File: src/sv/chm_pkg.sv
// Shared constants, codes and control structs of the chained hash map.
`timescale 1ns / 1ps

package chm_pkg;

	// Default table geometry.
	localparam int CHM_BUCKET_COUNT = 251;
	localparam int CHM_NODE_COUNT = 256;

	// djb2 starting value.
	localparam logic [31:0] HASH_SEED = 32'd5381;

	// Request commands.
	localparam logic [2:0] CMD_INSERT = 3'd0;
	localparam logic [2:0] CMD_INSERT_RO = 3'd1;
	localparam logic [2:0] CMD_LOOKUP = 3'd2;
	localparam logic [2:0] CMD_LOOKUP_RO = 3'd3;
	localparam logic [2:0] CMD_REMOVE = 3'd4;

	// Result status codes.
	localparam logic [2:0] ST_OK = 3'd0;
	localparam logic [2:0] ST_EXISTS = 3'd1;
	localparam logic [2:0] ST_NOT_FOUND = 3'd2;
	localparam logic [2:0] ST_NOT_PERMITTED = 3'd3;
	localparam logic [2:0] ST_FULL = 3'd4;

	// Commands from the controller to the datapath.
	typedef struct packed {
		logic clr;
		logic hash_load;
		logic hash_step;
		logic mod_init;
		logic mod_step;
		logic head_take;
		logic node_take;
		logic exec;
		logic scan_rd;
		logic scan_take;
		logic out_load;
	} chm_cmd_t;

	// Status from the datapath to the controller.
	typedef struct packed {
		logic clr_end;
		logic walk_end;
		logic key_match;
		logic ins_ok;
		logic scan_end;
		logic scan_free;
	} chm_stat_t;

endpackage

File: src/sv/chm_ctrl.sv
// Controller state machine of the chained hash map.
`timescale 1ns / 1ps

module chm_ctrl import chm_pkg::*; (
	input  logic      clk,
	input  logic      arst_n,
	input  logic      in_valid,
	output logic      in_ready,
	output logic      out_valid,
	input  logic      out_ready,
	input  chm_stat_t stat,
	output chm_cmd_t  ctl
);

	localparam logic [3:0] S_CLEAR = 4'd0;
	localparam logic [3:0] S_IDLE = 4'd1;
	localparam logic [3:0] S_HASH = 4'd2;
	localparam logic [3:0] S_MINIT = 4'd3;
	localparam logic [3:0] S_MOD = 4'd4;
	localparam logic [3:0] S_HEAD = 4'd5;
	localparam logic [3:0] S_HWAIT = 4'd6;
	localparam logic [3:0] S_WALK = 4'd7;
	localparam logic [3:0] S_NWAIT = 4'd8;
	localparam logic [3:0] S_EXEC = 4'd9;
	localparam logic [3:0] S_SCAN = 4'd10;
	localparam logic [3:0] S_SWAIT = 4'd11;
	localparam logic [3:0] S_DONE = 4'd12;

	logic [3:0] state_q, state_d;
	logic [2:0] cnt_q, cnt_d;
	logic       out_valid_q;

	assign in_ready = (state_q == S_IDLE);
	assign out_valid = out_valid_q;

	// Next state and datapath commands.
	always_comb begin
		state_d = state_q;
		cnt_d = cnt_q;
		ctl = '0;
		case (state_q)
			S_CLEAR: begin
				ctl.clr = 1'b1;
				if (stat.clr_end) state_d = S_IDLE;
			end
			S_IDLE: begin
				if (in_valid) begin
					ctl.hash_load = 1'b1;
					cnt_d = '0;
					state_d = S_HASH;
				end
			end
			S_HASH: begin
				ctl.hash_step = 1'b1;
				cnt_d = cnt_q + 3'd1;
				if (cnt_q == 3'd3) state_d = S_MINIT;
			end
			S_MINIT: begin
				ctl.mod_init = 1'b1;
				cnt_d = '0;
				state_d = S_MOD;
			end
			S_MOD: begin
				ctl.mod_step = 1'b1;
				cnt_d = cnt_q + 3'd1;
				if (cnt_q == 3'd2) state_d = S_HEAD;
			end
			S_HEAD: begin
				state_d = S_HWAIT;
			end
			S_HWAIT: begin
				ctl.head_take = 1'b1;
				state_d = S_WALK;
			end
			S_WALK: begin
				if (stat.walk_end) begin
					state_d = S_EXEC;
				end else begin
					state_d = S_NWAIT;
				end
			end
			S_NWAIT: begin
				ctl.node_take = 1'b1;
				state_d = stat.key_match ? S_EXEC : S_WALK;
			end
			S_EXEC: begin
				ctl.exec = 1'b1;
				state_d = stat.ins_ok ? S_SCAN : S_DONE;
			end
			S_SCAN: begin
				ctl.scan_rd = 1'b1;
				state_d = stat.scan_end ? S_DONE : S_SWAIT;
			end
			S_SWAIT: begin
				ctl.scan_take = 1'b1;
				state_d = stat.scan_free ? S_DONE : S_SCAN;
			end
			S_DONE: begin
				if (!out_valid_q || out_ready) begin
					ctl.out_load = 1'b1;
					state_d = S_IDLE;
				end
			end
			default: begin
				state_d = S_IDLE;
			end
		endcase
	end

	// State, step counter and output word flag.
	always_ff @(posedge clk or negedge arst_n) begin
		if (!arst_n) begin
			state_q <= S_CLEAR;
			cnt_q <= '0;
			out_valid_q <= 1'b0;
		end else begin
			state_q <= state_d;
			cnt_q <= cnt_d;
			if (ctl.out_load) begin
				out_valid_q <= 1'b1;
			end else if (out_ready) begin
				out_valid_q <= 1'b0;
			end
		end
	end

endmodule
File: config.mk
export PLATFORM = sky130hd
export DESIGN_NAME = chm_ctrl
export DESIGN_NICKNAME = d
export VERILOG_FILES = /design/src/sv/chm_pkg.sv /design/src/sv/chm_ctrl.sv
export SDC_FILE = /design/constraint.sdc
export NUM_CORES = 1
export LEC_CHECK = 0
export BUFFER_PORTS_ARGS = -buffer_cell sky130_fd_sc_hd__buf_2
export CAP_MARGIN = 10
export CORE_MARGIN = 2
export CORE_UTILIZATION = 44
export CTS_BUF_LIST = sky130_fd_sc_hd__clkbuf_16
export CTS_CLUSTER_DIAMETER = 50
export DETAILED_ROUTE_END_ITERATION = 7
export GPL_ROUTABILITY_DRIVEN = 0
export PLACE_DENSITY = 0.79
export SYNTH_ARGS = -nofsm -noshare
export SYNTH_HDL_FRONTEND = slang
export SYNTH_SLANG_ARGS = --single-unit
File: constraint.sdc
create_clock -name clk -period 1.3 [get_ports clk]
set_input_delay 0.195 -clock clk [delete_from_list [all_inputs] [get_ports clk]]
set_output_delay 0.195 -clock clk [all_outputs]
set_load 0.05 [all_outputs]
==> results of run 1 <==
[per-stage QoR]
stage	instance area (sq um)	instances	worst slack, ps	setup TNS [ps]
4_1_cts	1350	160	-217	-2570
3_5_place_dp	1080	149	-183	-1870
3_3_place_gp	1080	149	-128	-1170
2_1_floorplan	841	94	-362	-1930
[logic make-up after synthesis]
group,after synthesis,share of synthesized area (%)
XOR/XNOR,1,1.18
AO/OA/AOI/OAI,22,21.2
multiplexers,3,4.05
buffers and inverters,13,10.3
adder cells (fa/ha/maj),3,5.06
AND/OR/NAND/NOR,44,31.2
flip-flops,8,27.0
[synthesized netlist by cell type (all sizes together) (2+ instances only)]
| master | n | area (sq um) |
|---|---|---|
| nand2 | 11 | 41.3 |
| nor2 | 9 | 33.8 |
| o21ai | 9 | 60.1 |
| buf | 8 | 57.6 |
| dfrtp | 8 | 200 |
| a21oi | 5 | 32.5 |
| inv | 5 | 18.8 |
| nor3 | 5 | 25.0 |
| nand2b | 4 | 25.0 |
| ha | 3 | 37.5 |
| mux2i | 3 | 30.0 |
| nand3 | 3 | 15.0 |
| nor3b | 3 | 27.5 |
| a22oi | 2 | 15.0 |
| and2 | 2 | 12.5 |
| nor2b | 2 | 12.5 |
| nor4 | 2 | 12.5 |
[what timing repair did]
item | 4_1_cts
buffers inserted | 7
gates resized for setup | 45
setup endpoints to repair | 19
hold buffers | 1
endpoints found under the hold margin | 8
pin swaps | 5
==> results.cfg, run 1 <==
[run_status]
status = did not finish
stop_stage = global routing
error_line = [ERROR DPL-0038] Utilization greater than 100%, impossible to legalize

[placed_design]
port_buffers = 22
dp_hpwl_um = 1570

[synth]
syn-instance-count = 94
synth.distinct_cells = 32
ys_ff_latch = 8
synth_edf_count = 0
yosys_warnings = 0
synth.avg_cell_area_sq_um = 7.89
ys_async_sr_fraction_pct = 100
synth_area_sq_um = 742
seq_area_frac_synth_pct = 27.0
synth_top_flop_cell = dfrtp_1
synth_nets = 107

[clocking]
root_buffer = clkbuf_16
clk_path_buf_depth = 2
htreeDepth = 1
clock-sinks = 8
cts_buffers = 3

[die]
rows = 14
start_util_pct = 48.1
fp.dieW_um = 45.1
die_h_um = 45.1
num_io_pins = 23

[grt]
grt_max_degree = 13

[timing]
worst-ep-kind = primary output
worst_endpoint = ctl[6]
==> inputs of run 2 (changes only) <==
==> config.mk (replaced) <==
export PLATFORM = sky130hd
export DESIGN_NAME = chm_ctrl
export DESIGN_NICKNAME = d
export VERILOG_FILES = /design/src/sv/chm_pkg.sv /design/src/sv/chm_ctrl.sv
export SDC_FILE = /design/constraint.sdc
export NUM_CORES = 1
export LEC_CHECK = 0
export BUFFER_PORTS_ARGS = -buffer_cell sky130_fd_sc_hd__buf_2
export CAP_MARGIN = 10
export CORE_AREA = 2 2 63 65
export DETAILED_ROUTE_END_ITERATION = 7
export DIE_AREA = 0 0 65 67
export GPL_ROUTABILITY_DRIVEN = 0
export PLACE_DENSITY_LB_ADDON = 0.15
export SYNTH_ARGS = -nofsm -noshare
export SYNTH_HDL_FRONTEND = slang
export SYNTH_SLANG_ARGS = --single-unit
==> constraint.sdc (replaced) <==
create_clock -name clk -period 1.69 [get_ports clk]
set_input_delay 0.2535 -clock clk [delete_from_list [all_inputs] [get_ports clk]]
set_output_delay 0.2535 -clock clk [all_outputs]
set_load 0.05 [all_outputs]
==> run 2 against run 1 <==
Against the previous run: the flow now finishes without violations; area after synthesis did not move; synthesized cell count stayed put.
==> results.cfg, run 2 <==
[run_status]
status = finished, final reports clean

[timing]
period_minus_slack_ps = 1620
hold_ws_ps = 397
fmax_ghz = 0.616
setup_viol = 0
grt_setup_unrepaired = true
fin_ws_ps = 65.7
final_min_period_over_clock_period_pct = 96.1
fin_skew_ps = 0.439
drv_slew = 0
slew-limit-headroom_pct = 75.5
max_slew.worst_pin.slew_ps = 364
tns_ps = 0
hold_viol = 0

[synth]
synth_area_sq_um = 742
seq_area_frac_synth_pct = 27.0
synth.avg_cell_area_sq_um = 7.89
ys_ff_latch = 8
synth_top_flop_cell = dfrtp_1
synthTopCellsByArea = dfrtp_1, nand2_1, ha_1, o21ai_2, nor2_1
yosysTopAreaCellShare_pct = 27.0
synth_common_cells = nand2_1, nor2_1, dfrtp_1
ys_async_sr_fraction_pct = 100
synth.largest_area_cell = dfrtp_1
synth.distinct_cells = 32
synth_nets = 107
syn-instance-count = 94
synth_edf_count = 0
synth.most_common_cell = nand2_1
yosys_warnings = 0

[power_and_ir_drop]
leakagePower_nw = 0.485
swShare_pct = 51.4
clkPwrFrac_pct = 10.3
ir_drop_v = 0.000869
intPower_mw = 1.07
pwr-share-comb_pct = 71.3
switchingPower_mw = 1.13
powerDensity_mw_per_mm2 = 2070
seqPwrFrac_pct = 18.4
finalPower_mw = 2.20

[clocking]
cts.clk_slew.worst_paths_ps = 40
worstSkewPairLatency_ps = 220
clk_path_buf_depth = 2
cts_tree = done
cts_buffers = 3
root_buffer = clkbuf_8
htreeDepth = 1
cts_setup_buffers = 0
clock-sinks = 8

[die]
die_h_um = 67
rows = 22
start_util_pct = 20.6
fp.dieW_um = 65
num_io_pins = 23
core-area_sq_mm = 0.00361
dieArea_sq_mm = 0.00436

[placed_design]
port_buffers = 22
dp_hpwl_um = 1620
placedInstanceArea_sq_um = 980
place_inst = 166
post-place-ws_ps = 187

[grt]
grt_pass1_wl_um = 3190
grt_max_degree = 13
grt_antenna_before_repair = 0
grtUsageTotal_pct = 9.54
grt_pass1_vias = 719
grtUsageMet3_pct = 3.21
grt_overflow = 0
gr-usage-met1_pct = 12.8
busiest_layer = met2
grt_util_met2_pct = 15.3

[final_layout]
final_common_cell = buf_2
finalCoreUtilization_pct = 29.5
final_area_sq_mm = 0.00106
final_cell_mix = buf_2, nand2_1, buf_4
diodes = 0
nFillCells = 397
syn_to_final_growth_pct = 43.3
fin_cells = 170
largest_reg_flops = 4
layout.nets = 137
largest_register = state_q
drive_above_1_share_pct = 42.6

[routing]
ant_nets = 0
drc_errors = 0
wl_per_cell_um = 11.8
detail_route.first_pass.iterations = 4
viasPerCell = 4.43
wirelength_um = 2010
vias = 753
first_iter_violations = 17

[setup_path]
rr_worst_depth = 6
cp.required_ps = 1440
cp-start-kind = flop
r2r-start = state_q[1]$_DFFE_PN0P_
crit_arrival_ps = 1370
regToRegSetupSlack_ps = 210
worstSetupPathType = reg -> out
cp-startpoint = state_q[0]$_DFFE_PN0P_
crit_path_end_kind = output port
reg2reg_to = state_q[1]$_DFFE_PN0P_
critical_path_peak_fanout = 8

[min_path]
min_path_type = in -> async

[flow_run]
maxCapViolations = 0
run 2: logic make-up (layout without fill, tap and decap cells):
logic type	count (synthesis)	in the layout	share of synthesized area (%)
XOR/XNOR	1	1	1.18
multiplexers	3	3	4.05
adder cells (fa/ha/maj)	3	3	5.06
flip-flops	8	8	27.0
AO/OA/AOI/OAI	22	22	21.2
AND/OR/NAND/NOR	44	44	31.2
buffers and inverters	13	41	10.3
run 2: timing repair:
action                                  CTS  global route
hold endpoints to repair                  8             0
endpoints found under the setup margin    1            11
hold buffers                              1             0
resized for setup                         1            15
run 2: per-layer routing:
metal	up-vias	routed length (um)
met5	-	0
met4	0	0
met3	0	97
met2	16	954
met1	353	956
li1	384	-
run 2: power groups by stage:
| stage | logic (mW) | clock network (mW) | registers, mW |
|---|---|---|---|
| floorplan | 1.21 | 0 | 0.355 |
| global placement | 1.54 | 0 | 0.400 |
| detailed placement | 1.54 | 0 | 0.401 |
| CTS | 1.55 | 0.235 | 0.398 |
| global route | 1.70 | 0.250 | 0.422 |
| finish | 1.57 | 0.225 | 0.405 |
run 2: worst max-delay path: stages, from the launching register on:
cell and delay [ps]:
dfrtp_1 410, buf_4 190, nand2b_1 220, nor3_2 150
buf_6 180
run 2: layout make-up:
| cell class | instances | area (sq um) | share of cell area [%] |
|---|---|---|---|
| multi-input combinational | 73 | 505 | 47.5 |
| timing repair buffer | 33 | 235 | 22.1 |
| sequential | 8 | 203 | 19.1 |
| tap | 48 | 60.1 | 5.65 |
| clock buffer | 3 | 41.3 | 3.88 |
| inverter | 5 | 18.8 | 1.76 |
run 2: how the worst max path moves through the flow:
stage | to | cells after the start
CTS | ctl[9] | 4
detailed placement | ctl[9] | 4
global placement | ctl[9] | 4
finish | ctl[8] | 4
floorplan | ctl[9] | 4
global route | ctl[2] | 4
Note: power is estimated with default switching activity, not from simulation.
==> inputs of run 3 (changes only) <==
--- a/config.mk
+++ b/config.mk
@@ -12,6 +12,7 @@
 export DIE_AREA = 0 0 65 67
 export GPL_ROUTABILITY_DRIVEN = 0
 export PLACE_DENSITY_LB_ADDON = 0.15
+export SETUP_SLACK_MARGIN = 0.15
 export SYNTH_ARGS = -nofsm -noshare
 export SYNTH_HDL_FRONTEND = slang
 export SYNTH_SLANG_ARGS = --single-unit
==> run 3 against run 2 <==
Against the previous run: first-iteration DRC count is 47% higher; worst hold slack better by 1.9 ps; core utilization up 6.8 points; maximum frequency is 5.1% higher; final area up 23%; largest power group unchanged; sequential power down 2%; register-to-register slack about the same; final cell count up 9.4%; critical path depth is the same; routed wire length up 15%.
==> results.cfg, run 3 (same netlist as run 2, synthesis figures left out) <==
[run_status]
status = finished, final reports clean

[clocking]
htreeDepth = 1
clock-sinks = 8
cts_tree = done
root_buffer = clkbuf_8
cts.clk_slew.worst_paths_ps = 40
clk_path_buf_depth = 2
worstSkewPairLatency_ps = 230
cts_buffers = 3

[final_layout]
fin_cells = 186
syn_to_final_growth_pct = 76.6
diodes = 0
drive_above_1_share_pct = 57.2
final_cell_mix = buf_4, buf_6, buf_2
finalCoreUtilization_pct = 36.3
final_area_sq_mm = 0.00131
largest_reg_flops = 4
layout.nets = 153
final_common_cell = buf_4
nFillCells = 378
largest_register = state_q

[power_and_ir_drop]
ir_drop_v = 0.000744
finalPower_mw = 2.69
powerDensity_mw_per_mm2 = 2060
leakagePower_nw = 0.591

[grt]
grtUsageTotal_pct = 10.6
grt_antenna_before_repair = 0
grt_pass1_wl_um = 3540
grt_overflow = 0
grt_pass1_vias = 789
grt_max_degree = 14

[routing]
vias = 850
viasPerCell = 4.57
drc_errors = 0
wirelength_um = 2310
first_iter_violations = 25
ant_nets = 0
detail_route.first_pass.iterations = 4
wl_per_cell_um = 12.4

[placed_design]
placedInstanceArea_sq_um = 996
place_inst = 167
port_buffers = 22
post-place-ws_ps = 154
dp_hpwl_um = 1670

[die]
die_h_um = 67
rows = 22
num_io_pins = 23
core-area_sq_mm = 0.00361
dieArea_sq_mm = 0.00436
start_util_pct = 20.6
fp.dieW_um = 65

[min_path]
min_path_type = in -> async

[timing]
setup_viol = 0
max_slew.worst_pin.slew_ps = 356
final_min_period_over_clock_period_pct = 91.5
hold_viol = 0
grt_setup_unrepaired = true
fin_ws_ps = 144
fin_skew_ps = 0.830
period_minus_slack_ps = 1550
hold_ws_ps = 399
fmax_ghz = 0.647
slew-limit-headroom_pct = 76.0
drv_slew = 0
tns_ps = 0

[setup_path]
critical_path_peak_fanout = 3
regToRegSetupSlack_ps = 220
cp-start-kind = flop
reg2reg_to = state_q[1]$_DFFE_PN0P_
cp.required_ps = 1440
worstSetupPathType = reg -> out
crit_chain = buf_6 -> buf_6 -> nor3_4 -> buf_6
crit_arrival_ps = 1290
rr_worst_depth = 7
cp_num_buf_inv = 3
cp_common_cell = buf_6
r2r-start = state_q[3]$_DFFE_PN0P_
crit_path_end_kind = output port
cp_slowest_stage_delay_ps = 440
critical-path-top-delay-family = flip-flops
cp_slowest_cell = dfrtp_2

[flow_run]
maxCapViolations = 0
## run 3: area by class of cell
| cell class | instances | area [sq um] | area share, % |
|---|---|---|---|
| clock buffers | 3 | 41.3 | 3.15 |
| repair buffers | 49 | 410 | 31.3 |
| inverters | 5 | 18.8 | 1.43 |
| multi-input cells | 73 | 576 | 43.9 |
| flip-flops and latches | 8 | 204 | 15.6 |
| well taps | 48 | 60.1 | 4.58 |
## run 3: worst max-delay path by stage
stage,slack (ps),startpoint,to,cells past startpoint
final,140,state_q[3]$_DFFE_PN0P_,ctl[7],4
after global routing,90,state_q[2]$_DFFE_PN0P_,ctl[5],4
after CTS,140,state_q[3]$_DFFE_PN0P_,ctl[9],4
after detailed placement,150,state_q[1]$_DFFE_PN0P_,state_q[1]$_DFFE_PN0P_,6
after global placement,170,state_q[0]$_DFFE_PN0P_,ctl[7],4
after floorplan,-30,state_q[3]$_DFFE_PN0P_,ctl[9],4
## run 3: power breakdown
group | switching, mW | internal, mW
combinational | 1.10 | 0.968
sequential | 0.109 | 0.288
clock | 0.0743 | 0.154
total | 1.28 | 1.41
## run 3: what timing repair did
item	CTS	global route
setup endpoints to repair	14	13
endpoints found under the hold margin	8	0
pin swaps	1	4
hold buffers	1	0
buffers inserted	8	7
cloned	0	0
gates resized for setup	35	10
## run 3: metal layers
layer	up-vias	GRT usage [%]	part of all wire, %
met1	408	13.1	41
met3	0	3.21	6.8
li1	421	-	-
met4	0	3.19	0
met5	-	0	0
met2	21	17.8	52
==> inputs of run 4 (changes only) <==
--- a/config.mk
+++ b/config.mk
@@ -7,11 +7,13 @@
 export LEC_CHECK = 0
 export BUFFER_PORTS_ARGS = -buffer_cell sky130_fd_sc_hd__buf_2
 export CAP_MARGIN = 10
+export CELL_PAD_IN_SITES_DETAIL_PLACEMENT = 1
+export CELL_PAD_IN_SITES_GLOBAL_PLACEMENT = 2
 export CORE_AREA = 2 2 63 65
 export DETAILED_ROUTE_END_ITERATION = 7
 export DIE_AREA = 0 0 65 67
 export GPL_ROUTABILITY_DRIVEN = 0
-export PLACE_DENSITY_LB_ADDON = 0.15
+export PLACE_DENSITY = 0.67
 export SETUP_SLACK_MARGIN = 0.15
 export SYNTH_ARGS = -nofsm -noshare
 export SYNTH_HDL_FRONTEND = slang
==> run 4 against run 3 <==
Against the previous run: global-route usage increased by 2.5 points; final cell count decreased by 1.1%; final area increased by 0.76%; power increased by 3.1%; first-iteration DRC count increased by 40%; largest power group unchanged.
==> results.cfg, run 4 (same netlist as run 2, synthesis figures left out) <==
[run_status]
status = finished, final reports clean

[clocking]
clk_path_buf_depth = 2
worstSkewPairLatency_ps = 230
cts_buffers = 3
cts.clk_slew.worst_paths_ps = 40
htreeDepth = 1
cts_tree = done
clock-sinks = 8
root_buffer = clkbuf_8

[routing]
detail_route.first_pass.iterations = 4
wl_met3_um = 48
drt-met1-wl_um = 1240
first_iter_violations = 35
vias = 858
wl_per_cell_um = 15.1
top_layer = met3
ant_nets = 0
wirelength_um = 2780
drc_errors = 0
viasPerCell = 4.66
routed-wl-met2_um = 1490

[power_and_ir_drop]
ir_drop_v = 0.000636
powerDensity_mw_per_mm2 = 2100
switchingPower_mw = 1.35
leakagePower_nw = 0.589
seqPwrFrac_pct = 15.4
swShare_pct = 48.6
clkPwrFrac_pct = 8.2
intPower_mw = 1.43
pwr-share-comb_pct = 76.3

[flow_run]
maxCapViolations = 0

[die]
die_h_um = 67
fp.dieW_um = 65
core-area_sq_mm = 0.00361
start_util_pct = 20.6
num_io_pins = 23
rows = 22
dieArea_sq_mm = 0.00436

[setup_path]
cp-start-kind = flop
cp.required_ps = 1850
worstSetupPathType = reg -> reg
crit_path_end_kind = flop
crit_arrival_ps = 1780
critical_path_peak_fanout = 6

[final_layout]
largest_reg_flops = 4
final_common_cell = buf_4
diodes = 0
drive_above_1_share_pct = 60.3
layout.nets = 151
syn_to_final_growth_pct = 77.9
finalCoreUtilization_pct = 36.6
largest_register = state_q
final_cell_mix = buf_4, buf_6, nand2_1, buf_2

[timing]
final_min_period_over_clock_period_pct = 95.9
hold_ws_ps = 409
tns_ps = 0
max_slew.worst_pin.slew_ps = 360
period_minus_slack_ps = 1620
fmax_ghz = 0.617
hold_viol = 0
fin_skew_ps = 1.30
drv_slew = 0
setup_viol = 0
slew-limit-headroom_pct = 75.6
grt_setup_unrepaired = true

[grt]
grt_max_degree = 10
grt_antenna_before_repair = 0
grt_pass1_wl_um = 4280
grt_pass1_vias = 868
grt_overflow = 0
grtUsageTotal_pct = 13.1

[min_path]
min_path_type = in -> async

[placed_design]
port_buffers = 22
dp_hpwl_um = 1790
run 4: layer usage:
| metal | global-route usage, % | vias to the layer above |
|---|---|---|
| li1 | - | 413 |
| met1 | 15.3 | 431 |
| met2 | 24.9 | 14 |
| met3 | 1.52 | 0 |
| met4 | 3.99 | 0 |
| met5 | 0 | - |
run 4: area by class of cell:
class,count,area [sq um]
timing repair buffer,47,414
inverter,5,18.8
tap,48,60.1
sequential,8,205
fill,416,2290
clock buffer,3,41.3
multi-input combinational,73,581
run 4: worst max-delay path, stage by stage (launching register included):
cell     delay (ps)
dfrtp_2         470
buf_4           180
nor4b_1         380
a21oi_1         110
o22a_1          210
o21ai_2          50
a41o_1          150
run 4: metrics by stage:
stage                     area (sq um)  power [mW]  setup WS [ps]  cells
after floorplan                    818        1.64          -30.4     94
after global placement             958        1.88            139    162
after detailed placement           958        1.91            145    162
after CTS                         1190        2.50            108    177
after global routing              1320        2.97           14.2    184
final                             1320        2.78           69.6    184
run 4: path summary, 6_finish.rpt:
| kind | slack (ps) | cells after the start | start | endpoint |
|---|---|---|---|---|
| hold / removal | 410 | 2 | arst_n | cnt_q[0]$_DFFE_PN0P_ |
| setup / recovery | 70 | 6 | state_q[1]$_DFFE_PN0P_ | state_q[1]$_DFFE_PN0P_ |
| min in group clk | 420 | 3 | out_ready | out_valid$_DFFE_PN0P_ |
| max in group asynchronous | 1090 | 2 | arst_n | state_q[1]$_DFFE_PN0P_ |
| hold reg to reg | 520 | 2 | cnt_q[2]$_DFFE_PN0P_ | cnt_q[2]$_DFFE_PN0P_ |
| setup reg to reg | 70 | 6 | state_q[1]$_DFFE_PN0P_ | state_q[1]$_DFFE_PN0P_ |
run 4: power by group through the flow:
stage	Sequential, mW	Combinational (mW)	Clock, mW
floorplan	0.357	1.29	0
detailed placement	0.415	1.49	0
CTS	0.428	1.83	0.235
finish	0.429	2.12	0.228
global route	0.448	2.28	0.242
global placement	0.414	1.47	0
run 4: timing repair:
| item | in CTS | in global routing |
|---|---|---|
| setup buffers | 11 | 7 |
| hold endpoints to repair | 8 | 0 |
| hold buffers | 1 | 0 |
| setup endpoints to repair | 13 | 17 |
| pin swaps | 1 | 4 |
| gates resized for setup | 32 | 25 |
